File: src/design/hsbs_pkg.sv
// Shared constants and types of the binomial smoother for accumulator images.
package hsbs_pkg;

    // Stream payload widths.
    localparam int IN_TDATA_W    = 32;
    localparam int VALUE_W       = 32;
    localparam int COORD_W       = 10;
    localparam int OUT_PAYLOAD_W = VALUE_W + 2 * COORD_W;
    localparam int OUT_TDATA_W   = ((OUT_PAYLOAD_W + 7) / 8) * 8;

    // Configuration port.
    localparam int CFG_INDEX_W = 8;
    localparam int CFG_DATA_W  = 11;

    localparam logic [CFG_INDEX_W-1:0] REG_AXIS         = CFG_INDEX_W'(0);
    localparam logic [CFG_INDEX_W-1:0] REG_WRAP_X       = CFG_INDEX_W'(1);
    localparam logic [CFG_INDEX_W-1:0] REG_IMAGE_WIDTH  = CFG_INDEX_W'(2);
    localparam logic [CFG_INDEX_W-1:0] REG_IMAGE_HEIGHT = CFG_INDEX_W'(3);

    // Pass direction.
    localparam logic AXIS_HORIZONTAL = 1'b0;
    localparam logic AXIS_VERTICAL   = 1'b1;

    // Results caused by one pixel.
    localparam int MAX_RESULTS = 3;
    localparam int COUNT_W     = 2;

    typedef logic [COUNT_W-1:0] t_count;

    typedef struct packed {
        logic [COORD_W-1:0] y;
        logic [COORD_W-1:0] x;
        logic [VALUE_W-1:0] value;
    } t_result;

    typedef struct packed {
        t_count                       count;
        t_result [MAX_RESULTS-1:0]    item;
    } t_result_set;

endpackage

File: src/design/hsbs_emitter.sv
// Output register that holds the results of one pixel and sends them one per transfer.
module hsbs_emitter (
    input  logic                            i_clk,
    input  logic                            i_rst_n,
    input  logic                            i_load,
    input  hsbs_pkg::t_result_set           i_set,
    output logic                            o_free,
    output logic                            m_axis_tvalid,
    input  logic                            m_axis_tready,
    output logic [hsbs_pkg::OUT_TDATA_W-1:0] m_axis_tdata,
    output logic                            m_axis_tlast
);

    import hsbs_pkg::*;

    logic        r_valid;
    t_count      r_idx;
    t_result_set r_set;
    t_result     cur;
    logic        on_last;
    logic        xfer;

    assign cur     = r_set.item[r_idx];
    assign on_last = (r_idx == (r_set.count - t_count'(1)));
    assign xfer    = r_valid && m_axis_tready;
    assign o_free  = !r_valid || (xfer && on_last);

    // Control: valid flag and position within the held set.
    always_ff @(posedge i_clk) begin
        if (!i_rst_n) begin
            r_valid <= 1'b0;
            r_idx   <= '0;
        end else if (i_load && o_free) begin
            r_valid <= 1'b1;
            r_idx   <= '0;
        end else if (xfer) begin
            if (on_last) begin
                r_valid <= 1'b0;
            end else begin
                r_idx <= r_idx + t_count'(1);
            end
        end
    end

    // Payload: the results of one pixel.
    always_ff @(posedge i_clk) begin
        if (i_load && o_free) begin
            r_set <= i_set;
        end
    end

    assign m_axis_tvalid = r_valid;
    assign m_axis_tdata  = OUT_TDATA_W'({cur.y, cur.x, cur.value});
    assign m_axis_tlast  = on_last;

endmodule

File: config.mk
export PLATFORM = sky130hd
export DESIGN_NAME = hsbs_emitter
export DESIGN_NICKNAME = d
export VERILOG_FILES = /design/src/design/hsbs_pkg.sv /design/src/design/hsbs_emitter.sv
export SDC_FILE = /design/constraint.sdc
export NUM_CORES = 1
export LEC_CHECK = 0
export BUFFER_PORTS_ARGS = -buffer_cell sky130_fd_sc_hd__buf_2
export CAP_MARGIN = 20
export CELL_PAD_IN_SITES_DETAIL_PLACEMENT = 1
export CELL_PAD_IN_SITES_GLOBAL_PLACEMENT = 1
export CORE_MARGIN = 3
export CORE_UTILIZATION = 36
export DETAILED_ROUTE_END_ITERATION = 8
export PLACE_DENSITY = 0.84
export SLEW_MARGIN = 20
export SYNTH_ARGS = -nofsm -noshare
export SYNTH_HDL_FRONTEND = slang
export SYNTH_SLANG_ARGS = --single-unit
File: constraint.sdc
create_clock -name i_clk -period 2.4 [get_ports i_clk]
set_input_delay 0.24 -clock i_clk [delete_from_list [all_inputs] [get_ports i_clk]]
set_output_delay 0.24 -clock i_clk [all_outputs]
set_load 0.05 [all_outputs]
==> impl_results.md, run 1 <==
* Die Wd at 136 um
* DRT antenna net count at 0
* First drt pass iteration count at 4
* DR vias at 4504
* First-pass GRT wire length at 28300 um
* CTS tree: yes
* DRT iter0 DRCs at 202
* Fill cells at 1646
* Status: finished clean
* Clk buf depth at 2
* GRT Resource Usage Total at 20.7%
* PD cells at roughly 710 nW/um^2
* FMAX at 448 MHz
* Final setup viols at 0
* LEAKAGE at approximately 3.5 nW
* Clock Pin Slew Worst Setup and Hold Paths at 0.06 ns
* Hold crit path type: in2reg
* Core ar. at approximately 16000 um^2
* Seq/Total Area, Yosys at 79.0%
* Area Growth Syn to Fin at 53.1%
* #FFs+latches synth at 161
* Root buffer cell: clkbuf_16
* Worst Tran Pin Value at 0.646 ns
* Synth cell types at 24
* CP Data Arrival Time at 1.99 ns
* Commonest non-fill, non-tap cell in the layout: buf_2
* Most frequent cells in the layout: 216 x buf_2, 158 x edfxtp_1, 139 x dlygate4sd3_1
* Post-synthesis cell count at 362
* Tmin final at ~2.2 ns
* Worst skew pair latency at 0.42 ns
* Max VDD drop at 0.000455 V
* Clk sink count at 161
* Min Hold Slack at 0.00916 ns
* Vias in the first global route at approximately 5200
* Row count at 46
* Detailed placement HPWL at 10800 um
* Resize count post-CTS at 0
* Slew HR at 56.9%
* Syn. warnings at 0
* Cell count of the worst reg-to-reg path at 5
* Crit path launch type: register
* Setup TNS at 0 ns
* RSZ-0062 raised after global routing: no
* Pin count of the biggest net entering global routing at 57
* Final cycle utilization of the critical path at 93.0%
* Number of max-cap violations at 0
* Initial antenna violation count at 4
* Via/cell ratio at 4.72
* Critical Path End Type: output port
* WS Path Type: reg2out
* Starting Density at 37.5%
* Final wirelength at 19400 um
* Layout cells sized above 1 at 34.9%
* # IOs at 221
* Hold Crit Depth at 1
* H-tree depth reported by CTS at 4
* Number of remaining DRC errors at 0
* Mean Syn Cell Area at 16.8 um^2
* Die H at 136 um
* Die Area at 18500 um^2
* Final #Nets at about 890
* Fin. max-slew vios at 0
* Port buffer count at 216
* Wirelength per Cell at 20.3 um
* Mapped Area at about 6100 um^2
* Critical Path Fanout Max at 30
* CP Data Required Time at 2.16 ns
* Routability cong. at 0.752
* Clock skew after layout at 0.00979 ns
* CTS Buf Count at 17
* Final Hold Fails at 0
* Grt total ovfl at 0
-- state kept, by name, indices dropped and copies added (netlist names) --
name / flops
r_idx: 2
r_set: 158
m_axis_tvalid: 1
-- what timing repair did --
item                                   4_1_cts  5_1_grt
endpoints found under the hold margin      132        7
setup buffers                                0        0
hold buffers                               132        7
-- path summary, 6_finish.rpt --
| kind | to | startpoint | slack (ns) |
|---|---|---|---|
| worst max-delay path | m_axis_tdata[14] | r_idx[0] | 0.17 |
| worst min-delay path | r_set[151] | i_set[151] | 0.009 |
| worst max register to register | r_set[70] | r_set[157] | 0.33 |
| worst min register to register | r_idx[0] | m_axis_tvalid | 0.55 |
-- report_power, final --
part           leakage [nW]  switching, mW  internal, mW
Combinational          1.77          0.578         0.376
Clock                 0.228           1.01          1.27
Sequential             1.54         0.0589          3.30
-- metrics by stage --
stage | cells | util, % | instance area [um^2] | power [mW] | worst slack [ns]
floorplan | 365 | - | 6100 | 3.87 | -0.713
global placement | 783 | 45.8 | 7430 | 4.12 | 0.448
detailed placement | 783 | 45.8 | 7430 | 4.16 | 0.315
CTS | 942 | 56.9 | 9230 | 6.60 | 0.147
global route | 953 | 57.4 | 9310 | 6.84 | 0.0277
finish | 954 | 57.4 | 9310 | 6.59 | 0.169
-- routing by layer --
metal	up-vias	GRT usage [%]	routed length (um)
li1	2083	-	-
met1	2186	20.7	6840
met2	186	39.4	10800
met3	49	5.85	1020
met4	0	9.41	693
met5	-	0	0
-- kinds of logic (layout without fill, tap and decap cells) --
logic type,Yosys count,after routing,synth area share [%]
compound gates,62,62,5.55
buf+inv,24,392,2.32
simple gates,60,60,4.05
xor+xnor,1,1,0.267
mux,53,53,8.78
flops,161,161,79.0
other cells,1,9,0.0616
-- critical path: stages, from the launching register on --
cell and delay [ns]:
dfxtp_4 0.38, buf_4 0.47, mux2i_1 0.17, o21ai_0 0.23
buf_2 0.31
-- cells in the mapped netlist --
library cell,instances,share of area [%]
nor2b_1,2,0.21
a21boi_2,1,0.19
a21oi_2,1,0.14
buf_2,5,0.41
and2_4,1,0.14
inv_1,2,0.12
clkbuf_1,5,0.31
nand2b_1,2,0.21
o21ai_1,47,3.9
edfxtp_1,158,78
xnor2_2,1,0.27
nand3_1,2,0.16
or2b_1,1,0.12
nand2_1,52,3.2
o221ai_1,1,0.14
a21bo_4,1,0.27
conb_1,1,0.062
dfxtp_1,3,0.99
buf_4,12,1.5
o21ai_0,8,0.66
mux2i_2,1,0.23
mux2i_1,52,8.6
a21oi_1,2,0.16
a21boi_1,1,0.12
-- area by class of cell --
type                    count  area, um^2  area share, %
clock buffers              18         429           4.61
diodes                      5        12.5          0.134
repair buffers            363        2570           27.6
multi-input cells         180        1170           12.5
well taps                 216         270           2.90
clock inverters             9        48.8          0.524
flip-flops and latches    161        4810           51.6
inverters                   2        7.51         0.0806
Power figures use the tool's default switching activity.
==> run 2, diff against run 1 <==
--- a/config.mk
+++ b/config.mk
@@ -10,9 +10,10 @@
 export CELL_PAD_IN_SITES_DETAIL_PLACEMENT = 1
 export CELL_PAD_IN_SITES_GLOBAL_PLACEMENT = 1
 export CORE_MARGIN = 3
-export CORE_UTILIZATION = 36
+export CORE_UTILIZATION = 37
+export CTS_BUF_LIST = sky130_fd_sc_hd__clkbuf_2
 export DETAILED_ROUTE_END_ITERATION = 8
-export PLACE_DENSITY = 0.84
+export PLACE_DENSITY = 0.86
 export SLEW_MARGIN = 20
 export SYNTH_ARGS = -nofsm -noshare
 export SYNTH_HDL_FRONTEND = slang
==> run 2 against run 1 <==
  * Fmax is 4.9% lower
  * Die area decreased by 2.6%
  * First-iteration DRC count decreased by 12%
  * Final area increased by 11%
  * Highest routed layer unchanged
  * Non-clock buffer count increased by 45
  * Routed wire length up 21%
==> impl_results.md, run 2 (synthesized netlist as in run 1, its figures left out) <==
* Fin. max-slew vios at 0
* Dpl ws at 0.239 ns
* CP Data Required Time at 2.16 ns
* RSZ-0062 raised after global routing: yes
* DRT iter0 DRCs at between 150 and 200
* Crit path launch type: register
* Placed Cells at 782
* # IOs at about 220
* Die Area at 18000 um^2
* Row count at 46
* WS Path Type: reg2out
* Die H at 134 um
* Switching Share at between 20% and 30%
* Sequential power share at 55.3%
* Biggest register: r_set
* Pin count of the biggest net entering global routing at between 60 and 70
* Detailed placement HPWL at 10700 um
* Max FFs per register at 158
* Worst skew pair latency at roughly 0.74 ns
* Initial antenna violation count at 3
* First-pass GRT wire length at 32800 um
* Number of max-cap violations at 0
* Most frequent cells in the layout: 163 x dlygate4sd3_1, 162 x buf_2, 158 x edfxtp_1
* Setup WS post-layout at 0.0530 ns
* Die Wd at 134 um
* GRT Resource Usage Total at ~25%
* Clock skew after layout at 0.0359 ns
* Max VDD drop at between 0.0003 and 0.0004 V
* H-tree depth reported by CTS at 4
* CP cell instances: buf_12, buf_8, or2b_1, mux2i_4, a21bo_4, buf_12
* Final #Nets at 932
* NetSw at 1.68 mW
* Clock Pin Slew Worst Setup and Hold Paths at between 0.2 and 0.3 ns
* Clk sink count at 161
* Port buffer count at 216
* Worst hold start: i_set[47]
* Final total power at approximately 6.1 mW
* Status: finished clean
* Clock share of power at 25.2%
* Wirelength per Cell at between 20 and 25 um
* PD cells at 589 nW/um^2
* CP max stage cell: dfxtp_4
* FMAX at 426 MHz
* Met3 wire len at 1080 um
* LEAKAGE at 3.95 nW
* CP Data Arrival Time at roughly 2.1 ns
* Delay of the slowest cell on the worst path at 0.41 ns
* Starting Density at 38.0%
* Clk buf depth at 2
* Area Growth Syn to Fin at 69.6%
* Finished Layout Cells at 1001
* Final cycle utilization of the critical path at 97.8%
* Critical Path Start: r_idx[0]
* Critical Path End Type: output port
* First drt pass iteration count at 4
* CP dominant cell by count: buf_12
* CTS tree: yes
* Critical Path Fanout Max at 3
* Comb pwr share at 19.5%
* Layout cells sized above 1 at approximately 44%
* Tmin final at 2.35 ns
* Max Used Layer: met4
* Vias in the first global route at 5714
* DR vias at 4862
* Final setup viols at 0
* DRT antenna net count at 0
* Metal1 wirelength at 8280 um
* CTS Buf Count at 17
* Reg2reg start: r_idx[0]
* Root buffer cell: clkbuf_2
* Core ar. at between 15000 and 20000 um^2
* Routability cong. at 0.751
* Via/cell ratio at 4.86
* Slew HR at 61.0%
* Setup TNS at 0 ns
* Final Hold Fails at 0
* Commonest non-fill, non-tap cell in the layout: dlygate4sd3_1
* Met2 Wirelength at 13000 um
* Worst Tran Pin Value at 0.585 ns
* Number of remaining DRC errors at 0
* Pint at 4.40 mW
* Hold crit path type: in2reg
* Grt total ovfl at 0
* Final wirelength at 23500 um
==> run 2: changes by cell type in the layout (fill, tap and decap cells not counted), moves of 6 or more <==
| cell | previous run | this run |
|---|---|---|
| buf_16 | 0 | 6 |
| buf_2 | 216 | 162 |
| buf_6 | 0 | 55 |
| clkbuf_16 | 17 | 4 |
| clkbuf_2 | 0 | 19 |
| dlygate4sd3_1 | 139 | 163 |
| mux2i_1 | 52 | 45 |
| nand2_1 | 52 | 35 |
| nand2_2 | 0 | 16 |
| o21ai_1 | 47 | 11 |
| o21ai_2 | 0 | 41 |
==> run 2: layout make-up <==
class                           instances  area (um^2)
Antenna cell                            4         10.0
Clock buffer                           19         95.1
Clock inverter                         11          141
Fill cell                            1563         5680
Inverter                                2         7.51
Multi-Input combinational cell        180         1410
Sequential cell                       161         4810
Tap cell                              216          270
Timing Repair Buffer                  408         3580
==> run 2: critical path: cells and delay by family, from the launching register on <==
family	cells	cell delay [ns]
flip-flops	1	0.41
multiplexers	1	0.17
buffers and inverters	3	0.40
AND/OR/NAND/NOR	1	0.25
AO/OA/AOI/OAI	1	0.17
==> run 2: final timing paths <==
path	cells past startpoint	slack, ns	endpoint
min reg2reg	3	0.83	m_axis_tvalid
max	6	0.05	o_free
max reg2reg	8	0.06	r_set[107]
min	2	0.19	r_set[47]
==> run 2: layer usage <==
| layer | track usage, % | vias to the layer above |
|---|---|---|
| met5 | 0 | - |
| met4 | 13.7 | 0 |
| met3 | 5.78 | 77 |
| met2 | 47.1 | 199 |
| met1 | 25.0 | 2399 |
| li1 | - | 2187 |
==> run 2: repair_timing <==
item / CTS / global route
hold buffers: 163 / 0
gates resized for setup: 119 / 81
pin swaps: 2 / 2
setup buffers: 6 / 5
setup endpoints to repair: 54 / 65
gates cloned: 5 / 6
hold endpoints to repair: 161 / 0
==> run 2: power by group through the flow <==
stage | logic [mW] | clock network (mW) | registers (mW)
2_1_floorplan | 0.473 | 0 | 3.39
3_3_place_gp | 0.731 | 0 | 3.39
3_5_place_dp | 0.757 | 0 | 3.40
4_1_cts | 1.09 | 1.55 | 3.34
5_1_grt | 1.24 | 1.68 | 3.37
6_report | 1.19 | 1.54 | 3.36
==> run 2: through the flow <==
step	utilization (%)	cell area, um^2	hold WS (ns)
3_5_place_dp	46.4	7420	0.418
4_1_cts	61.7	9870	0.0993
6_report	64.5	10300	0.191
3_3_place_gp	46.4	7420	0.417
5_1_grt	64.5	10300	0.139
2_1_floorplan	-	6100	0.319
